**config.mk**
```make
export PLATFORM = sky130hd
export DESIGN_NAME = ordered_list_with_cursor
export DESIGN_NICKNAME = d
export VERILOG_FILES = /design/src/hdl/olc_pkg.sv /design/src/hdl/olc_ram.sv /design/src/hdl/olc_store.sv /design/src/hdl/ordered_list_with_cursor.sv
export SDC_FILE = /design/constraint.sdc
export NUM_CORES = 2
export LEC_CHECK = 0
export ABC_AREA = 1
export BUFFER_PORTS_ARGS = -buffer_cell sky130_fd_sc_hd__buf_2
export CAP_MARGIN = 10
export CORE_MARGIN = 2
export CORE_UTILIZATION = 50
export CTS_CLUSTER_SIZE = 30
export DETAILED_ROUTE_END_ITERATION = 10
export HOLD_SLACK_MARGIN = 0.03
export PLACE_DENSITY_LB_ADDON = 0.12
export RECOVER_POWER = 50
export SLEW_MARGIN = 15
export SYNTH_ARGS = -nofsm -noshare
export SYNTH_HDL_FRONTEND = slang
export SYNTH_HIERARCHICAL = 1
export SYNTH_SLANG_ARGS = --single-unit
```
**constraint.sdc**
```tcl
create_clock -name clock -period 5.2 [get_ports clock]
set_input_delay 1.04 -clock clock [delete_from_list [all_inputs] [get_ports clock]]
set_output_delay 1.04 -clock clock [all_outputs]
set_load 0.02 [all_outputs]
```
**src/hdl/olc_pkg.sv**
```systemverilog
// Shared constants, types and word helpers for the ordered list block.
`default_nettype none

package olc_pkg;

   localparam int CAPACITY   = 64;
   localparam int WORD_WIDTH = 32;

   localparam int ACT_W  = 4;
   localparam int POS_W  = 7;
   localparam int VAL_W  = 32;
   localparam int RSP_W  = 32;
   localparam int STAT_W = 3;
   localparam int LEN_W  = 7;

   localparam int IDX_W = $clog2(CAPACITY);
   localparam int CNT_W = $clog2(CAPACITY + 1);
   localparam int CMP_W = (POS_W > CNT_W) ? POS_W : CNT_W;

   localparam logic [ACT_W-1:0] ACT_INS_IDX   = 4'd0;
   localparam logic [ACT_W-1:0] ACT_INS_FIRST = 4'd1;
   localparam logic [ACT_W-1:0] ACT_INS_LAST  = 4'd2;
   localparam logic [ACT_W-1:0] ACT_RM_IDX    = 4'd3;
   localparam logic [ACT_W-1:0] ACT_RM_FIRST  = 4'd4;
   localparam logic [ACT_W-1:0] ACT_RM_LAST   = 4'd5;
   localparam logic [ACT_W-1:0] ACT_RD_IDX    = 4'd6;
   localparam logic [ACT_W-1:0] ACT_RD_FIRST  = 4'd7;
   localparam logic [ACT_W-1:0] ACT_RD_LAST   = 4'd8;
   localparam logic [ACT_W-1:0] ACT_CUR_RST   = 4'd9;
   localparam logic [ACT_W-1:0] ACT_CUR_NEXT  = 4'd10;
   localparam logic [ACT_W-1:0] ACT_CUR_PREV  = 4'd11;
   localparam logic [ACT_W-1:0] ACT_CUR_RD    = 4'd12;

   localparam logic [STAT_W-1:0] ST_OK    = 3'd0;
   localparam logic [STAT_W-1:0] ST_INDEX = 3'd1;
   localparam logic [STAT_W-1:0] ST_EMPTY = 3'd2;
   localparam logic [STAT_W-1:0] ST_NULL  = 3'd3;
   localparam logic [STAT_W-1:0] ST_END   = 3'd4;
   localparam logic [STAT_W-1:0] ST_FULL  = 3'd5;

   typedef enum logic [1:0] {
      SOP_RD,
      SOP_INS,
      SOP_DEL
   } sop_type;

   // request from the command sequencer to the storage engine
   typedef struct packed {
      logic                  start;
      sop_type               op;
      logic [IDX_W-1:0]      addr;
      logic [CNT_W-1:0]      cnt;
      logic [WORD_WIDTH-1:0] data;
   } st_cmd_type;

   typedef struct packed {
      logic                  done;
      logic [WORD_WIDTH-1:0] rdata;
   } st_rsp_type;

   // incoming word is taken unsigned, then cut to the stored width
   function automatic logic [WORD_WIDTH-1:0] fit_word(input logic [VAL_W-1:0] v);
      logic [63:0] z;
      z = 64'(v);
      return z[WORD_WIDTH-1:0];
   endfunction

   // stored word sign-extended from its top bit, then cut to the result width
   function automatic logic signed [RSP_W-1:0] to_rsp(input logic [WORD_WIDTH-1:0] w);
      logic signed [63:0] e;
      e = 64'(signed'(w));
      return e[RSP_W-1:0];
   endfunction

endpackage

`default_nettype wire

```
**src/hdl/olc_ram.sv**
```systemverilog
// Generic simple dual-port RAM: one write port, one registered read port.
`default_nettype none

module olc_ram #(
   parameter int WIDTH = 32,
   parameter int DEPTH = 64
) (
   input  wire logic                     clock,
   input  wire logic                     wr_en,
   input  wire logic [$clog2(DEPTH)-1:0] wr_addr,
   input  wire logic [WIDTH-1:0]         wr_data,
   input  wire logic [$clog2(DEPTH)-1:0] rd_addr,
   output logic      [WIDTH-1:0]         rd_data
);

   logic [WIDTH-1:0] mem_ff [DEPTH];
   logic [WIDTH-1:0] rd_data_ff;

   always_ff @(posedge clock) begin
      if (wr_en) begin
         mem_ff[wr_addr] <= wr_data;
      end
      rd_data_ff <= mem_ff[rd_addr];
   end

   assign rd_data = rd_data_ff;

endmodule

`default_nettype wire

```
**src/hdl/olc_store.sv**
```systemverilog
// Storage engine: entry RAM plus the stepping address unit that shifts entries.
`default_nettype none

module olc_store
   import olc_pkg::*;
(
   input  wire logic       clock,
   input  wire logic       reset,
   input  wire st_cmd_type cmd,
   output st_rsp_type      rsp
);

   typedef enum logic [1:0] {
      SS_IDLE,
      SS_SHIFT,
      SS_READ
   } sstate_type;

   sstate_type            state_ff, state_in;
   logic                  ins_ff, ins_in;
   logic [IDX_W-1:0]      src_ff, src_in;
   logic [CNT_W-1:0]      left_ff, left_in;
   logic                  pend_ff, pend_in;
   logic [IDX_W-1:0]      pend_addr_ff, pend_addr_in;
   logic [IDX_W-1:0]      addr_ff, addr_in;
   logic [WORD_WIDTH-1:0] data_ff, data_in;

   logic                  ram_wr_en;
   logic [IDX_W-1:0]      ram_wr_addr;
   logic [WORD_WIDTH-1:0] ram_wr_data;
   logic [IDX_W-1:0]      ram_rd_addr;
   logic [WORD_WIDTH-1:0] ram_rd_data;
   logic                  done;

   olc_ram #(
      .WIDTH(WORD_WIDTH),
      .DEPTH(CAPACITY)
   ) u_ram (
      .clock  (clock),
      .wr_en  (ram_wr_en),
      .wr_addr(ram_wr_addr),
      .wr_data(ram_wr_data),
      .rd_addr(ram_rd_addr),
      .rd_data(ram_rd_data)
   );

   // read of step k lands as the write of step k+1
   always_comb begin
      state_in     = state_ff;
      ins_in       = ins_ff;
      src_in       = src_ff;
      left_in      = left_ff;
      pend_in      = 1'b0;
      pend_addr_in = pend_addr_ff;
      addr_in      = addr_ff;
      data_in      = data_ff;
      ram_wr_en    = 1'b0;
      ram_wr_addr  = pend_addr_ff;
      ram_wr_data  = ram_rd_data;
      ram_rd_addr  = src_ff;
      done         = 1'b0;
      case (state_ff)
         SS_IDLE: begin
            ram_rd_addr = cmd.addr;
            if (cmd.start) begin
               addr_in = cmd.addr;
               data_in = cmd.data;
               case (cmd.op)
                  SOP_INS: begin
                     ins_in   = 1'b1;
                     src_in   = IDX_W'(cmd.cnt - CNT_W'(1));
                     left_in  = cmd.cnt - CNT_W'(cmd.addr);
                     state_in = SS_SHIFT;
                  end
                  SOP_DEL: begin
                     ins_in   = 1'b0;
                     src_in   = IDX_W'(CNT_W'(cmd.addr) + CNT_W'(1));
                     left_in  = cmd.cnt - CNT_W'(1) - CNT_W'(cmd.addr);
                     state_in = SS_SHIFT;
                  end
                  default: begin
                     state_in = SS_READ;
                  end
               endcase
            end
         end
         SS_SHIFT: begin
            if (left_ff != '0) begin
               src_in       = ins_ff ? src_ff - IDX_W'(1) : src_ff + IDX_W'(1);
               left_in      = left_ff - CNT_W'(1);
               pend_in      = 1'b1;
               pend_addr_in = ins_ff ? src_ff + IDX_W'(1) : src_ff - IDX_W'(1);
            end
            if (pend_ff) begin
               ram_wr_en = 1'b1;
            end else if (left_ff == '0) begin
               // moves drained; an insert drops its word into the gap
               if (ins_ff) begin
                  ram_wr_en   = 1'b1;
                  ram_wr_addr = addr_ff;
                  ram_wr_data = data_ff;
               end
               done     = 1'b1;
               state_in = SS_IDLE;
            end
         end
         SS_READ: begin
            done     = 1'b1;
            state_in = SS_IDLE;
         end
         default: begin
            state_in = SS_IDLE;
         end
      endcase
   end

   always_ff @(posedge clock) begin
      if (reset) begin
         state_ff <= SS_IDLE;
         pend_ff  <= 1'b0;
      end else begin
         state_ff <= state_in;
         pend_ff  <= pend_in;
      end
      ins_ff       <= ins_in;
      src_ff       <= src_in;
      left_ff      <= left_in;
      pend_addr_ff <= pend_addr_in;
      addr_ff      <= addr_in;
      data_ff      <= data_in;
   end

   assign rsp.done  = done;
   assign rsp.rdata = ram_rd_data;

endmodule

`default_nettype wire

```
**src/hdl/ordered_list_with_cursor.sv**
```systemverilog
// Top level: command sequencer, list length and cursor, result register.
//
//   channel  dir  handshake          fields
//   req_     in   req_valid/stall    action[3:0] position[6:0] value_in[31:0]
//   rsp_     out  rsp_valid/stall    read_value[31:0] status[2:0] length[6:0]
//
// Cursor commands and failed checks pass from accept through execute to the result
// register; reads, inserts and removes also wait in S_WAIT on the storage engine,
// which moves one entry per cycle through the single RAM read/write port pair,
// then drains the last move and drops in the new word (an insert at p moves entries
// p up, a remove those after p). The longest are an insert at the front of a list
// one short of full and a remove at the front of a full list.
// Synchronous reset empties the list and clears the cursor at once; no RAM sweep.
// req_stall is high while a command is in flight. A finished result waits in the
// output register under rsp_stall, and the next word is still taken meanwhile.
`default_nettype none

module ordered_list_with_cursor
   import olc_pkg::*;
(
   input  wire logic                     clock,
   input  wire logic                     reset,
   input  wire logic                     req_valid,
   output logic                          req_stall,
   input  wire logic        [ACT_W-1:0]  req_action,
   input  wire logic        [POS_W-1:0]  req_position,
   input  wire logic signed [VAL_W-1:0]  req_value_in,
   output logic                          rsp_valid,
   input  wire logic                     rsp_stall,
   output logic signed      [RSP_W-1:0]  rsp_read_value,
   output logic             [STAT_W-1:0] rsp_status,
   output logic             [LEN_W-1:0]  rsp_length
);

   typedef enum logic [1:0] {
      S_IDLE,
      S_EXEC,
      S_WAIT,
      S_DONE
   } state_type;

   state_type               state_ff, state_in;
   logic [ACT_W-1:0]        act_ff, act_in;
   logic [POS_W-1:0]        pos_ff, pos_in;
   logic [WORD_WIDTH-1:0]   val_ff, val_in;
   logic [CNT_W-1:0]        count_ff, count_in;
   logic [IDX_W-1:0]        cur_idx_ff, cur_idx_in;
   logic                    cur_vld_ff, cur_vld_in;
   logic                    rd_op_ff, rd_op_in;
   logic signed [RSP_W-1:0] res_rd_ff, res_rd_in;
   logic [STAT_W-1:0]       res_st_ff, res_st_in;
   logic                    rsp_valid_ff, rsp_valid_in;
   logic signed [RSP_W-1:0] rsp_rd_ff, rsp_rd_in;
   logic [STAT_W-1:0]       rsp_st_ff, rsp_st_in;
   logic [LEN_W-1:0]        rsp_len_ff, rsp_len_in;

   st_cmd_type              scmd;
   st_rsp_type              srsp;

   // decode helpers
   logic [CMP_W-1:0]        pos_w, cnt_w;
   logic                    full, empty;
   logic [IDX_W-1:0]        last_idx;
   logic [IDX_W-1:0]        ins_p, rm_p, rd_a;
   logic [IDX_W-1:0]        ins_cur_idx, rm_idx;
   logic                    rm_vld, rm_last;
   logic                    do_ins, do_rm, do_rd;

   olc_store u_store (
      .clock(clock),
      .reset(reset),
      .cmd  (scmd),
      .rsp  (srsp)
   );

   assign pos_w    = CMP_W'(pos_ff);
   assign cnt_w    = CMP_W'(count_ff);
   assign full     = (count_ff >= CNT_W'(CAPACITY));
   assign empty    = (count_ff == '0);
   assign last_idx = IDX_W'(count_ff - CNT_W'(1));

   // insert point and cursor after an insert
   always_comb begin
      case (act_ff)
         ACT_INS_IDX:   ins_p = IDX_W'(pos_ff);
         ACT_INS_FIRST: ins_p = '0;
         default:       ins_p = IDX_W'(count_ff);
      endcase
      ins_cur_idx = (cur_vld_ff && cur_idx_ff >= ins_p) ? cur_idx_ff + IDX_W'(1)
                                                        : cur_idx_ff;
   end

   // remove point and cursor after a remove
   always_comb begin
      case (act_ff)
         ACT_RM_IDX:   rm_p = IDX_W'(pos_ff);
         ACT_RM_FIRST: rm_p = '0;
         default:      rm_p = last_idx;
      endcase
      rm_last = (rm_p == last_idx);
      rm_vld  = cur_vld_ff;
      rm_idx  = cur_idx_ff;
      if (act_ff == ACT_RM_IDX && rm_last && cur_vld_ff && cur_idx_ff == rm_p) begin
         // indexed remove of the tail under the cursor: cursor goes null
         rm_vld = 1'b0;
         rm_idx = '0;
      end else if (cur_vld_ff) begin
         if (cur_idx_ff == rm_p) begin
            // tail steps back, any other entry hands over to its follower
            if (rm_last) begin
               if (rm_p == '0) begin
                  rm_vld = 1'b0;
               end else begin
                  rm_idx = rm_p - IDX_W'(1);
               end
            end
         end else if (cur_idx_ff > rm_p) begin
            rm_idx = cur_idx_ff - IDX_W'(1);
         end
      end
      if (count_ff == CNT_W'(1)) begin
         rm_vld = 1'b0;
         rm_idx = '0;
      end
   end

   always_comb begin
      state_in     = state_ff;
      act_in       = act_ff;
      pos_in       = pos_ff;
      val_in       = val_ff;
      count_in     = count_ff;
      cur_idx_in   = cur_idx_ff;
      cur_vld_in   = cur_vld_ff;
      rd_op_in     = rd_op_ff;
      res_rd_in    = res_rd_ff;
      res_st_in    = res_st_ff;
      rsp_valid_in = rsp_valid_ff && rsp_stall;
      rsp_rd_in    = rsp_rd_ff;
      rsp_st_in    = rsp_st_ff;
      rsp_len_in   = rsp_len_ff;
      do_ins       = 1'b0;
      do_rm        = 1'b0;
      do_rd        = 1'b0;
      rd_a         = '0;
      scmd.start   = 1'b0;
      scmd.op      = SOP_RD;
      scmd.addr    = '0;
      scmd.cnt     = count_ff;
      scmd.data    = val_ff;
      case (state_ff)
         S_IDLE: begin
            if (req_valid) begin
               act_in   = req_action;
               pos_in   = req_position;
               val_in   = fit_word(req_value_in);
               state_in = S_EXEC;
            end
         end
         S_EXEC: begin
            res_rd_in = '0;
            res_st_in = ST_OK;
            rd_op_in  = 1'b0;
            state_in  = S_DONE;
            case (act_ff)
               ACT_INS_IDX: begin
                  if (pos_w > cnt_w) begin
                     res_st_in = ST_INDEX;
                  end else if (full) begin
                     res_st_in = ST_FULL;
                  end else begin
                     do_ins = 1'b1;
                  end
               end
               ACT_INS_FIRST, ACT_INS_LAST: begin
                  if (full) begin
                     res_st_in = ST_FULL;
                  end else begin
                     do_ins = 1'b1;
                  end
               end
               ACT_RM_IDX: begin
                  if (pos_w >= cnt_w) begin
                     res_st_in = ST_INDEX;
                  end else begin
                     do_rm = 1'b1;
                  end
               end
               ACT_RM_FIRST, ACT_RM_LAST: begin
                  if (empty) begin
                     res_st_in = ST_EMPTY;
                  end else begin
                     do_rm = 1'b1;
                  end
               end
               ACT_RD_IDX: begin
                  if (pos_w >= cnt_w) begin
                     res_st_in = ST_INDEX;
                     res_rd_in = '1;
                  end else begin
                     do_rd = 1'b1;
                     rd_a  = IDX_W'(pos_ff);
                  end
               end
               ACT_RD_FIRST, ACT_RD_LAST: begin
                  if (empty) begin
                     res_st_in = ST_EMPTY;
                     res_rd_in = '1;
                  end else begin
                     do_rd = 1'b1;
                     rd_a  = (act_ff == ACT_RD_FIRST) ? '0 : last_idx;
                  end
               end
               ACT_CUR_RST: begin
                  cur_idx_in = '0;
                  if (empty) begin
                     cur_vld_in = 1'b0;
                     res_st_in  = ST_EMPTY;
                  end else begin
                     cur_vld_in = 1'b1;
                  end
               end
               ACT_CUR_NEXT: begin
                  if (!cur_vld_ff) begin
                     res_st_in = ST_NULL;
                  end else if (CNT_W'(cur_idx_ff) + CNT_W'(1) >= count_ff) begin
                     res_st_in = ST_END;
                  end else begin
                     cur_idx_in = cur_idx_ff + IDX_W'(1);
                  end
               end
               ACT_CUR_PREV: begin
                  if (!cur_vld_ff) begin
                     res_st_in = ST_NULL;
                  end else if (cur_idx_ff == '0) begin
                     res_st_in = ST_END;
                  end else begin
                     cur_idx_in = cur_idx_ff - IDX_W'(1);
                  end
               end
               ACT_CUR_RD: begin
                  if (!cur_vld_ff || CNT_W'(cur_idx_ff) >= count_ff) begin
                     res_st_in = ST_NULL;
                     res_rd_in = '1;
                  end else begin
                     do_rd = 1'b1;
                     rd_a  = cur_idx_ff;
                  end
               end
               default: begin
               end
            endcase
            // length and cursor settle now; the store works from the old count
            if (do_ins) begin
               count_in   = count_ff + CNT_W'(1);
               cur_idx_in = ins_cur_idx;
               scmd.start = 1'b1;
               scmd.op    = SOP_INS;
               scmd.addr  = ins_p;
               state_in   = S_WAIT;
            end
            if (do_rm) begin
               count_in   = count_ff - CNT_W'(1);
               cur_vld_in = rm_vld;
               cur_idx_in = rm_idx;
               scmd.start = 1'b1;
               scmd.op    = SOP_DEL;
               scmd.addr  = rm_p;
               state_in   = S_WAIT;
            end
            if (do_rd) begin
               rd_op_in   = 1'b1;
               scmd.start = 1'b1;
               scmd.op    = SOP_RD;
               scmd.addr  = rd_a;
               state_in   = S_WAIT;
            end
         end
         S_WAIT: begin
            if (srsp.done) begin
               if (rd_op_ff) begin
                  res_rd_in = to_rsp(srsp.rdata);
               end
               state_in = S_DONE;
            end
         end
         S_DONE: begin
            // output register free or emptying this cycle
            if (!rsp_valid_ff || !rsp_stall) begin
               rsp_valid_in = 1'b1;
               rsp_rd_in    = res_rd_ff;
               rsp_st_in    = res_st_ff;
               rsp_len_in   = LEN_W'(count_ff);
               state_in     = S_IDLE;
            end
         end
         default: begin
            state_in = S_IDLE;
         end
      endcase
   end

   always_ff @(posedge clock) begin
      if (reset) begin
         state_ff     <= S_IDLE;
         count_ff     <= '0;
         cur_idx_ff   <= '0;
         cur_vld_ff   <= 1'b0;
         rsp_valid_ff <= 1'b0;
      end else begin
         state_ff     <= state_in;
         count_ff     <= count_in;
         cur_idx_ff   <= cur_idx_in;
         cur_vld_ff   <= cur_vld_in;
         rsp_valid_ff <= rsp_valid_in;
      end
      act_ff    <= act_in;
      pos_ff    <= pos_in;
      val_ff    <= val_in;
      rd_op_ff  <= rd_op_in;
      res_rd_ff <= res_rd_in;
      res_st_ff <= res_st_in;
      rsp_rd_ff <= rsp_rd_in;
      rsp_st_ff <= rsp_st_in;
      rsp_len_ff <= rsp_len_in;
   end

   assign req_stall      = (state_ff != S_IDLE);
   assign rsp_valid      = rsp_valid_ff;
   assign rsp_read_value = rsp_rd_ff;
   assign rsp_status     = rsp_st_ff;
   assign rsp_length     = rsp_len_ff;

   a_count_range: assert property (@(posedge clock) disable iff (reset)
      count_ff <= CNT_W'(CAPACITY))
      else $error("list length beyond capacity");

   a_cursor_in_list: assert property (@(posedge clock) disable iff (reset)
      cur_vld_ff |-> (CNT_W'(cur_idx_ff) < count_ff))
      else $error("cursor points past the list");

   a_empty_null: assert property (@(posedge clock) disable iff (reset)
      (count_ff == '0) |-> !cur_vld_ff)
      else $error("cursor valid on an empty list");

   a_count_in_exec: assert property (@(posedge clock) disable iff (reset)
      !$stable(count_ff) |-> $past(state_ff == S_EXEC))
      else $error("length changed outside command execution");

   a_done_in_wait: assert property (@(posedge clock) disable iff (reset)
      srsp.done |-> (state_ff == S_WAIT))
      else $error("store finished with no command waiting");

endmodule

`default_nettype wire
```
After elaboration in Yosys (flattened, before gate mapping)

Memory sizes are Yosys's and may differ from the RTL's. A register that Yosys moved wholly into a read port is not among the register bits.
Index checks and enable logic that the tools add are counted.

Add/sub/neg operators: 12
Magnitude comparators: 7
Equal/unequal tests: 40
Mux-type cells: 109
Bitwise gates (word level): 1
Reduce and logical (&&, ||, !) cells: 44

Operators by type and width:

| cell                                                               | number |
|---|---|
| 32-bit 2-to-1 mux                                                  | 9 |
| 6-bit 2-to-1 mux                                                   | 27 |
| 32-bit case mux with 3 select lines                                | 1 |
| 32-bit case mux with 2 select lines                                | 1 |
| 6-bit case mux with 2 select lines                                 | 4 |
| 9-bit 2-to-1 mux                                                   | 4 |
| 6-bit case mux with 3 select lines                                 | 2 |
| 1-bit 2-to-1 mux                                                   | 30 |
| 7-bit 2-to-1 mux                                                   | 4 |
| 7-bit case mux with 2 select lines                                 | 2 |
| 2-bit 2-to-1 mux                                                   | 11 |
| 3-bit case mux with 7 select lines                                 | 1 |
| 4-bit == test, second input constant                               | 5 |
| 4-bit != test, second input constant                               | 5 |
| 6-bit by 1-bit adder with 6-bit output, second input constant      | 3 |
| 3-bit 2-to-1 mux                                                   | 6 |
| 6-bit by 1-bit subtractor with 6-bit output, second input constant | 3 |
| 4-bit by 3-bit == test with 1-bit output, second input constant    | 4 |
| 5-bit != test, second input constant                               | 3 |
| 7-bit >= comparator                                                | 2 |
| 7-bit zero test                                                    | 2 |
| 7-bit by 1-bit subtractor with 7-bit output, second input constant | 2 |
| 7-bit by 6-bit subtractor with 7-bit output                        | 2 |
| 6-bit == test                                                      | 2 |
| other kinds (36)                                                   | 78 |

Register bits after elaboration: 199
Bits in writable memories: 2048
Input bits: 47
Output and inout bits: 44
Logic and storage cells: 236
Memories kept: 1

Memories:

| name                 | depth | width | read ports | clocked after memory_dff | write ports | line          | RTL |
|---|---|---|---|---|---|---|---|
| u_store.u_ram.mem_ff | 64    | 32    | 1          | 1                        | 1           | olc_ram.sv:16 | `logic [WIDTH-1:0] mem_ff [DEPTH];` |

Longest topological paths before layout

Depth in word-level cells: 14
Gate-level depth with buffers: 29

Modules after synthesis

The synthesis kept the hierarchy.

By module, submodules not included:

| module                   | times used | cells an instance | area an instance (µm²) |
|---|---|---|---|
| olc_ram                  | 1          | 6785              | 82785.6 |
| ordered_list_with_cursor | 1          | 718               | 7131.8 |
| olc_store                | 1          | 459               | 3816.2 |

Least setup slack after synthesis

Ideal clock, no wire load.

Path type: register -> register
Start point: register u_store.left_ff[2]
End point: memory u_store.u_ram.mem_ff[48][0] (enable)
Data arrival time: 3.945 ns
Required time: 4.739 ns
Path slack: 0.794 ns
Cell stages (with the launch flop): 14
Clock period less this slack: 4.406 ns
Path through: edfxtp_1 > inv_2 > nand2_1 > nor2_1 > nand3_1 > nor2_4 > nand3_2 > buf_6 > buf_6 > nand2_1 > nand2_1 > inv_1 > nand2_1 > nor3_1

Elaborated cells on any way between the ends: 9
Classes of those cells: mux: 8; reduce/logical: 1

RTL lines:

| element                    | line             | RTL |
|---|---|---|
| from (decl)                | olc_store.sv:22  | `logic [CNT_W-1:0] left_ff, left_in;` |
| from (signal assigned)     | olc_store.sv:127 | `left_ff <= left_in;` |
| 7-bit zero test            | olc_store.sv:96  | `end else if (left_ff == '0) begin` |
| 6-bit 2-to-1 mux           | olc_store.sv:96  |  |
| 6-bit 2-to-1 mux           | olc_store.sv:94  | `if (pend_ff) begin` |
| 6-bit 2-to-1 mux           | olc_store.sv:62  | `case (state_ff)` |
| net u_store.ram_wr_addr[3] | olc_store.sv:29  | `logic [IDX_W-1:0] ram_wr_addr;` |
| to (decl)                  | olc_ram.sv:16    |  |

The timed path passes the listed nets, and every way through them passes these cells.

==> summary.md <==
| Metric | Value |
|---|---|
| R2R setup slack | ~220 ps |
| CTS tree | yes |
| Share of layout cells above drive strength 1 | 9.56% |
| Critical path required time | 5990 ps |
| Final-report hold violation count | 0 |
| DR iter-0 viols | between 8000 and 9000 |
| Sink Count | approximately 2300 |
| Top Ports | 91 |
| Largest net degree at the start of global routing | 92 |
| Max Transition Viols Final | approximately 1000 |
| Grt total ovfl | 0 |
| Hold buffer count at cts | 0 |
| Async S/R FF share, synth | 0% |
| Setup TNS | 0 ps |
| H-Tree Depth | 4 |
| Yosys reg bits | 2279 |
| Layout Utilization | 57.0% |
| Min-Delay Startpoint | req_value_in[29] |
| 1st-pass router iterations | 6 |
| Root buffer cell | clkbuf_16 |
| YS warnings | 6 |
| Filler Cells Inserted | about 15000 |
| Crit end category | flip-flop |
| Hpwl dp | 166000 um |
| Global-route wire length before repair | slightly above 400000 um |
| Reg2reg start | pos_ff[2] |
| Top_reg_cell synth | edfxtp_1 |
| Residual DRC | 0 |
| Overall power | 62500 uW |
| Max-cap violation count | 25 |
| Worst slew margin | -119% |
| Largest delay share family, worst path | simple AND/OR/NAND/NOR gates |
| Deepest clock path buffer count | 3 |
| Vias in the first global route | ~60000 |
| Failing checks | max-capacitance violations, max-slew violations |
| Die Width | ~440 um |
| Mapped Nets | 8071 |
| Max IR drop VDD | a little under 0.4 mV |
| Setup crit start kind | flip-flop |
| Initial antenna violation count | 11 |
| Design area | ~0.11 mm2 |
| Status | finished, violations left |
| Seq/Total Area, Yosys | between 70 and 80% |
| Row count | approximately 160 |
| Routability cong. | slightly above 0.9 |
| Power Dens Cells | 589 mW/mm2 |
| Avg WL per Cell | ~26 um |
| Top cells by count, synth | nand2_1, edfxtp_1, nand3_1, buf_2, nor2_1 |
| FMAX | ~200 MHz |
| Worst Hold Class | in -> reg |
| Worst skew pair latency | 880 ps |
| Final WL | 285000 um |
| CP Launch Point | pos_ff[2] |
| Layout Nets | approximately 8200 |
| Post-Place Cells | around 10000 |
| Post-synth top area share | a little under three quarters |
| CP max stage cell | edfxtp_1 |
| DIE AREA | about 0.19 mm2 |
| Library cells used by synthesis | 49 |
| Gr usage total | 29.4% |
| Cells after Synth | around 8000 |
| Finished Layout Cells | roughly 11000 |
| RSZ-0062 raised after global routing | false |
| Count leader, synth | nand2_1 |
| Slowest stage delay, CP | just over 500 ps |
| Clock Pin Slew Worst Setup and Hold Paths | around 60 ps |
| CP Max Fanout | 26 |
| Crit path top cell by count | nand2_1 |
| Critical path type | reg -> reg |
| Post-Route Skew | 47.0 ps |
| P_leak | between 0.03 and 0.04 uW |
| TritonCTS Buffers | ~230 |
| Setup violators final | 0 |
| Via density per instance | ~5.9 |
| Routed via count | ~64000 |
| Largest area contributor in the netlist | edfxtp_1 |
| Buf+Inv Stages, Crit Path | 3 |
| Post-synth EDFFs | about 2200 |
| Cell Chain, Critical Path | ha_1, a21oi_1, nand2_1, nand2_1, nand2_1, nand2_1, nand2_1, nand2_2, nand2_2, o22ai_1, o21ai_0, a21oi_1, buf_4, nand2_1, o21ai_4, buf_12, buf_6, nand3_1, nand3_1, nand3_1, nand2_1, nand2_2, nand2_1 |
| Tmin final | about 5000 ps |
| Initial Utilization | 50.4% |
| CORE AREA | ~0.19 mm2 |
| Die span in y | ~440 um |
| Ranking of synthesized cells by area | edfxtp_1, nand3_1, nand2_1 |
| Period utilization | 95.9% |
| PortBufs | 90 |
| Antenna Nets Post-Route | 0 |
| Synthesis-to-layout area growth | 13.1% |
| Worst-margin pin slew | between 3000 and 4000 ps |
| Area after DPL | just under 0.1 mm2 |
| CP arrival | 5770 ps |
| Syn_area_per_cell | approximately 12 um2 |
| Cell Area, Synth | approximately 0.094 mm2 |
[final timing paths]
kind / to / cells past startpoint
max: u_store/u_ram/rd_data[28] / 23
min: val_ff[29] / 1
max reg2reg: u_store/u_ram/rd_data[28] / 23
min reg2reg: rsp_read_value[17] / 0
[placed cells by master (no fill, tap or decap), types with 8 or more instances in the layout]
cell / Yosys / final
dfxtp_1: 52 / 51
bufinv_16: 0 / 14
buf_2: 260 / 38
a21oi_1: 48 / 47
nor2_4: 4 / 63
clkbuf_1: 104 / 156
clkinv_1: 0 / 42
nor3_1: 23 / 18
nand2_2: 10 / 19
nor2_1: 140 / 82
clkinv_2: 0 / 29
ha_1: 61 / 61
inv_6: 0 / 8
clkbuf_16: 0 / 231
buf_12: 0 / 76
o22ai_1: 13 / 12
o21ai_0: 50 / 44
nand3_1: 1972 / 1970
xor2_1: 21 / 21
clkbuf_2: 0 / 18
buf_4: 45 / 207
clkbuf_8: 0 / 10
inv_2: 17 / 15
inv_1: 128 / 126
nand4_1: 55 / 55
nand2_1: 2577 / 2568
edfxtp_1: 2227 / 2227
[registers in the layout (all words and copies together) (netlist names), 3 cells and up]
signal	count
u_store/src_ff	6
rsp_read_value	32
res_rd_ff	32
u_store/addr_ff	6
u_store/u_ram/rd_data	32
act_ff	4
u_store/data_ff	32
val_ff	32
pos_ff	7
rsp_status	3
u_store/left_ff	7
cur_idx_ff	6
cnt_w	7
rsp_length	7
u_store/pend_addr_ff	6
res_st_ff	3
u_store/u_ram/mem_ff	2048
[what timing repair did]
action | in CTS | in global routing
gates cloned | 0 | 2
buffers inserted | 0 | 1
setup endpoints to repair | 5 | 19
resized for setup | 2 | 15
[metrics by stage]
stage	hold WS [ps]	setup slack (ps)
floorplan	400	794
global placement	403	-155
detailed placement	405	-177
CTS	308	28.2
global route	332	24.7
finish	368	215
[per-layer routing]
layer  track usage (%)  part of all wire, %
met5                 0                0.018
met4              9.61                  3.3
met3              4.74                  9.7
met2              44.0                   44
met1              44.0                   43
[cell families after synthesis]
group                      Yosys count  synth area share, %
and+or+nand+nor                   4807                 22.3
DFF                               2279                 72.5
buffers and inverters              634                 3.23
AOI/OAI and AO/OA                  152                0.944
adders and majority gates           62                0.836
xor gates and xnor gates            28                0.262
[final cells by class]
type / instances / area (um2) / area share, %
well taps: 2480 / 3100 / 2.93
multi-input cells: 5049 / 23400 / 22.1
clock buffers: 314 / 6190 / 5.84
diodes: 7 / 17.5 / 0.0165
repair buffers: 429 / 3760 / 3.55
flip-flops and latches: 2279 / 67900 / 64.1
inverters: 147 / 606 / 0.571
clock inverters: 105 / 996 / 0.940
repair inverters: 2 / 22.5 / 0.0213
[power breakdown]
| group | internal, uW | total [uW] | switching (uW) |
|---|---|---|---|
| sequential | 23600 | 24200 | 592 |
| combinational | 5530 | 22300 | 16800 |
| clock | 9000 | 16000 | 6980 |
Note: power is estimated with default switching activity, not from simulation.
